`src/rtl/core/assert_macros.svh`:
```
// ---------------------------------------------------------------------------
// Assertion macros
// Shared concurrent assertion forms for the sorted list table engine.
// ---------------------------------------------------------------------------
`ifndef ASSERT_MACROS_SVH
`define ASSERT_MACROS_SVH

// Check a property on every rising clock edge outside reset
`define SLTE_ASSERT(lbl, clk, rstn, prop, msg) \
    lbl: assert property (@(posedge clk) disable iff (!rstn) (prop)) else $error(msg);

// Check that a condition is followed by a consequence in the next cycle
`define SLTE_ASSERT_NEXT(lbl, clk, rstn, ante, cons, msg) \
    lbl: assert property (@(posedge clk) disable iff (!rstn) (ante) |=> (cons)) \
        else $error(msg);

`endif

```
`src/rtl/core/slte_pkg.sv`:
```
// ---------------------------------------------------------------------------
// slte_pkg
// Types and constants shared by the controller and datapath of the sorted
// list table engine.
// ---------------------------------------------------------------------------
package slte_pkg;

    localparam int KEY_W   = 31;
    localparam int PAY_W   = 64;
    localparam int REQ_W   = 2;
    localparam int STAT_W  = 3;
    localparam int TDATA_W = 96;

    // Request kinds
    localparam logic [REQ_W-1:0] REQ_INSERT = 2'd0;
    localparam logic [REQ_W-1:0] REQ_MODIFY = 2'd1;
    localparam logic [REQ_W-1:0] REQ_DELETE = 2'd2;
    localparam logic [REQ_W-1:0] REQ_LIST   = 2'd3;

    // Result status codes
    localparam logic [STAT_W-1:0] ST_OK       = 3'd0;
    localparam logic [STAT_W-1:0] ST_DUP      = 3'd1;
    localparam logic [STAT_W-1:0] ST_NOTFOUND = 3'd2;
    localparam logic [STAT_W-1:0] ST_FULL     = 3'd3;
    localparam logic [STAT_W-1:0] ST_EMPTY    = 3'd4;

    // Datapath operations issued by the controller
    typedef enum logic [3:0] {
        DP_NONE,
        DP_LOAD,
        DP_SEEK,
        DP_WALK,
        DP_FREE_RD,
        DP_INS_A,
        DP_INS_B,
        DP_DEL_A,
        DP_DEL_B,
        DP_MOD,
        DP_RESP,
        DP_LIST_HEAD,
        DP_LIST_EMIT
    } dp_op_t;

    typedef struct packed {
        dp_op_t              op;
        logic [STAT_W-1:0]   status;
    } dp_cmd_t;

    typedef struct packed {
        logic [REQ_W-1:0] req_type;
        logic             walk_done;
        logic             walk_hit;
        logic             free_empty;
        logic             head_empty;
        logic             out_free;
        logic             list_fin;
    } dp_stat_t;

endpackage

```
`src/rtl/core/slte_ctrl.sv`:
```
// ---------------------------------------------------------------------------
// slte_ctrl
// Controller: sequences walk, update and result steps for each request.
// ---------------------------------------------------------------------------
module slte_ctrl import slte_pkg::*; (
    input  logic     aclk,
    input  logic     aresetn,
    input  logic     s_tvalid,
    output logic     s_tready,
    input  dp_stat_t stat,
    output dp_cmd_t  cmd
);

    typedef enum logic [7:0] {
        S_IDLE   = 8'b0000_0001,
        S_DECODE = 8'b0000_0010,
        S_WALK   = 8'b0000_0100,
        S_FREE   = 8'b0000_1000,
        S_EXEC_A = 8'b0001_0000,
        S_EXEC_B = 8'b0010_0000,
        S_RESP   = 8'b0100_0000,
        S_LIST   = 8'b1000_0000
    } state_t;

    state_t            state_reg, state_next;
    logic [STAT_W-1:0] st_reg, st_next;

    assign s_tready = (state_reg == S_IDLE);

    // Next state and datapath command
    always_comb begin
        state_next = state_reg;
        st_next    = st_reg;
        cmd.op     = DP_NONE;
        cmd.status = st_reg;
        unique case (state_reg)
            S_IDLE: begin
                if (s_tvalid) begin
                    cmd.op     = DP_LOAD;
                    state_next = S_DECODE;
                end
            end
            S_DECODE: begin
                if (stat.req_type == REQ_LIST) begin
                    if (stat.head_empty) begin
                        st_next    = ST_EMPTY;
                        state_next = S_RESP;
                    end else begin
                        cmd.op     = DP_LIST_HEAD;
                        state_next = S_LIST;
                    end
                end else begin
                    cmd.op     = DP_SEEK;
                    state_next = S_WALK;
                end
            end
            S_WALK: begin
                cmd.op = DP_WALK;
                if (stat.walk_done) begin
                    st_next = ST_OK;
                    case (stat.req_type)
                        REQ_INSERT: begin
                            if (stat.walk_hit) begin
                                st_next    = ST_DUP;
                                state_next = S_RESP;
                            end else if (stat.free_empty) begin
                                st_next    = ST_FULL;
                                state_next = S_RESP;
                            end else begin
                                state_next = S_FREE;
                            end
                        end
                        default: begin
                            if (stat.walk_hit) begin
                                state_next = S_EXEC_A;
                            end else begin
                                st_next    = ST_NOTFOUND;
                                state_next = S_RESP;
                            end
                        end
                    endcase
                end
            end
            S_FREE: begin
                cmd.op     = DP_FREE_RD;
                state_next = S_EXEC_A;
            end
            S_EXEC_A: begin
                case (stat.req_type)
                    REQ_INSERT: begin
                        cmd.op     = DP_INS_A;
                        state_next = S_EXEC_B;
                    end
                    REQ_MODIFY: begin
                        cmd.op     = DP_MOD;
                        state_next = S_RESP;
                    end
                    default: begin
                        cmd.op     = DP_DEL_A;
                        state_next = S_EXEC_B;
                    end
                endcase
            end
            S_EXEC_B: begin
                cmd.op     = (stat.req_type == REQ_INSERT) ? DP_INS_B : DP_DEL_B;
                state_next = S_RESP;
            end
            S_RESP: begin
                if (stat.out_free) begin
                    cmd.op     = DP_RESP;
                    state_next = S_IDLE;
                end
            end
            S_LIST: begin
                if (stat.out_free) begin
                    cmd.op = DP_LIST_EMIT;
                    if (stat.list_fin) begin
                        state_next = S_IDLE;
                    end
                end
            end
            default: begin
                state_next = S_IDLE;
            end
        endcase
    end

    // State registers
    always_ff @(posedge aclk) begin
        if (!aresetn) begin
            state_reg <= S_IDLE;
            st_reg    <= ST_OK;
        end else begin
            state_reg <= state_next;
            st_reg    <= st_next;
        end
    end

endmodule

```
`config.mk`:
```
export PLATFORM = sky130hd
export DESIGN_NAME = slte_ctrl
export DESIGN_NICKNAME = d
export VERILOG_FILES = /design/src/rtl/core/assert_macros.svh /design/src/rtl/core/slte_pkg.sv /design/src/rtl/core/slte_ctrl.sv
export SDC_FILE = /design/constraint.sdc
export NUM_CORES = 1
export LEC_CHECK = 0
export BUFFER_PORTS_ARGS = -buffer_cell sky130_fd_sc_hd__buf_4
export CAP_MARGIN = 20
export CORE_UTILIZATION = 46
export CTS_CLUSTER_DIAMETER = 30
export DETAILED_ROUTE_END_ITERATION = 10
export PLACE_DENSITY_LB_ADDON = 0.12
export SYNTH_ARGS = -nofsm -noshare
export SYNTH_HDL_FRONTEND = slang
export SYNTH_SLANG_ARGS = --single-unit
```
`constraint.sdc`:
```
create_clock -name aclk -period 1.6 [get_ports aclk]
set_input_delay 0.16 -clock aclk [delete_from_list [all_inputs] [get_ports aclk]]
set_output_delay 0.16 -clock aclk [all_outputs]
set_load 0.1 [all_outputs]
```
* Word level (Yosys, flattened, before mapping)
Index checks and enable logic that the tools add are counted.
** Storage, ports and cells
- Register bits :: 11
- Input port bits :: 11
** Operators by class
- Mux-type cells :: 29
- Reductions and logical operators :: 4
- Equal/unequal tests :: 17
** Operators by type and width (count)
- $mux 8 :: 8
- $pmux 8 s8 :: 1
- $pmux 4 s8 :: 1
- $mux 7 :: 4
- $mux 4 :: 5
- $ne 2x2->1 const B :: 7
- $mux 3 :: 4
- $eq 8x1->1 const B :: 1
- $eq 8x2->1 const B :: 1
- $eq 8x3->1 const B :: 1
- $eq 8x4->1 const B :: 1
- $eq 8x5->1 const B :: 1
- $eq 8x6->1 const B :: 1
- $eq 8x7->1 const B :: 1
- $eq 8x8->1 const B :: 1
- $pmux 4 s2 :: 1
- $mux 2 :: 3
- $pmux 3 s2 :: 1
- $reduce_and 5->1 :: 1
- $reduce_and 4->1 :: 1
- $eq 2x1->1 const B :: 1
- $eq 2x2->1 const B :: 1
- $logic_not 2->1 :: 1
- $reduce_bool 2->1 :: 1
- $mux 1 :: 1

* Longest topological paths before layout
- Depth in word-level cells :: 5
- Mapped depth :: 6

* Worst setup path after synthesis
Ideal clock, no wire load.
- Path type :: register to output
- Start :: register state_reg[0]
- End :: output port cmd[5] in the netlist's numbering
- Data arrival time :: 2.595 ns
- Stages on the path, launching flop included :: 5
- Setup slack :: -1.155 ns
- Buffers on the path :: 0
- Cells stage by stage :: dfxtp_1 nor4_2 and2_1 nand2_1 o221ai_1
** RTL lines
- start: declaration :: RTL line slte_ctrl.sv:25 : state_t state_reg, state_next;
- start signal: assignment :: RTL line slte_ctrl.sv:134 : state_reg <= state_next;
- end: declaration :: RTL line slte_ctrl.sv:11 : output dp_cmd_t cmd

==> metrics <==
outcome complete, but fails checks; failing checks design-rule violations, negative setup slack; crit path kind reg -> out; Port Buffers 18; CP peak stage delay 400 ps; TritonCTS clock tree built; setup_tns -3020 ps; worst vdd ir 1.00 mV; Num CTS Buffers 3; Overflow after GRT 0; effective utilization at floorplan 51.3%; Leak 0.604 nW; endpoints failing setup 15; synthesized area 810 um^2; Post-synth ARST share 0%; CP cell instances nor4_4 > nand3_2 > o21ai_0 > o21ai_0 > o211ai_1 > buf_6; Least-Margin Pin Slew 351 ps; initial drt markers 60; Die Height 44.0 um; Core ar. 1580 um^2; I/O Pins 19; Vias 1133; Avg Synthesized Cell Area 7.78 um^2; ys flop type dfxtp_1; Via-to-Cell Ratio 6.59; Clock Latency Late Sink 280 ps; CP max stage cell nor4_4; Syn-to-layout area delta 83.5%; Synth Register Bits 11; Period minus WS final 2090 ps; Post-CTS Hold Fix Bufs 0; Power Dens Cells 838 nW/um^2; Synth area leader dfxtp_1; post-synthesis sequential area ratio 27.2%; Max Cap Viol 0; share of cells above drive strength 1 60.9%; final wirelength 3580 um; final worst path period share 131%; final hold vios 0; diodes inserted 0; EDFF count, synth 0; final layout net count 168; total power 1.25 mW; first-pass GRT wire length 4400 um; post-synthesis cell type count 43; final worst setup slack -494 ps; DRC 1; Die W 44.0 um; Post-DP HPWL 1810 um; Final Wtd Congestion 0.888; Max Fanout on Critical Path 4; yosys warns 0; antenna-violating nets left 0; f_max 478 MHz; final instance count without filler cells 172; max FFs per register 8; row cnt 14; arrival time worst endpoint 1930 ps; Rel. slew slack 76.4%; Sink Count 11; crit end category output port; Placed Instances 157; vias in the first global route 1007; synth top area cells dfxtp_1, o21ai_0, nand2_1; Critical Path Start Type register; Final Slew Violations 0; Post-synth top cells nand2_1, dfxtp_1, o21ai_0; Longest Clk Path Bufs 2; RSZ-0062 raised after global routing true; Syn Nets 115; DIE AREA 1930 um^2; Setup Skew 7.71 ps; mean routed wirelength per cell 20.8 um; hold crit path type in -> reg; Post-Synthesis Cells 104; Req. time, crit path 1440 ps; clock-pin slew on the worst setup and hold paths 70 ps; largest net degree at the start of global routing 13; antenna violations before repair 0; most numerous cell in the Yosys netlist nand2_1; Fill cells 44; htree depth 1; CTS root buf clkbuf_4; post-synth top area share 27.2%; Tot GR Track Use 31.1%; CP dominant cell by count o21ai_0; Pre-antenna DRT Iters 10
[cells in the final DEF, fill, tap and decap left out, types with 3 or more instances in the layout]
cell type | synthesis | routed
buf_4 | 1 | 40
nand2_1 | 13 | 10
buf_6 | 1 | 8
o21ai_0 | 10 | 7
nor2_1 | 6 | 4
nor2b_1 | 4 | 4
inv_1 | 5 | 4
dfxtp_1 | 11 | 4
dfxtp_4 | 0 | 4
nor4_4 | 1 | 3
nor3_2 | 0 | 3
a21oi_1 | 4 | 3
a31oi_1 | 3 | 3
clkbuf_4 | 0 | 3
dfxtp_2 | 0 | 3
[routing by layer]
layer,routed length [um],GRT usage (%)
met1,1310,38.0
met2,1800,51.6
met3,292,9.17
met4,177,10.9
met5,0,0
[critical path: cells and delay by family, from the launching register on]
kind / cells / cell delay [ps]
simple gates: 2 / 530
buf+inv: 1 / 270
flops: 1 / 370
compound gates: 3 / 500
[cell families (layout without fill, tap and decap cells)]
family                    after synthesis  count (layout)  share of synthesized area [%]
AOI/OAI and AO/OA                      32              32                           27.8
xor gates and xnor gates                1               1                           1.08
and+or+nand+nor                        51              51                           38.0
buffers and inverters                   9              61                           5.87
DFF                                    11              11                           27.2
[repair_timing]
action                                  4_1_cts  5_1_grt
endpoints found under the setup margin       15       14
buffers inserted                              7        7
resized for setup                            31       26
pin swaps                                     7       15
[cell type report]
type / count / area (um^2) / share of cell area [%]
multi-input combinational: 84 / 716 / 48.2
sequential: 11 / 239 / 16.1
clock inverter: 1 / 5.00 / 0.337
clock buffer: 3 / 22.5 / 1.52
timing repair buffer: 52 / 460 / 31.0
inverter: 5 / 22.5 / 1.52
tap: 16 / 20.0 / 1.35
[report_power, final]
group          total, mW  internal [mW]  switching, mW
Combinational      0.733          0.325          0.407
Clock              0.193         0.0927         0.0999
Sequential         0.320          0.291         0.0283
[stage by stage]
step / worst slack (ps) / utilization, % / hold slack (ps) / cell area [um^2]
after floorplan: -1000 / - / 264 / 863
after global placement: -186 / 73.3 / 381 / 1160
final: -494 / 94.2 / 121 / 1490
after CTS: -425 / 86.7 / 112 / 1370
after detailed placement: -210 / 73.3 / 399 / 1160
after global routing: -558 / 94.2 / 117 / 1490
[final timing paths]
| path | start | to | slack [ps] | cells after the start |
|---|---|---|---|---|
| setup / recovery | state_reg[0] | cmd[6] | -490 | 6 |
| hold reg to reg | st_reg[2] | st_reg[2] | 510 | 2 |
| setup reg to reg | state_reg[0] | state_reg[7] | -200 | 8 |
| hold / removal | s_tvalid | state_reg[0] | 120 | 2 |
Note: power is estimated with default switching activity, not from simulation.
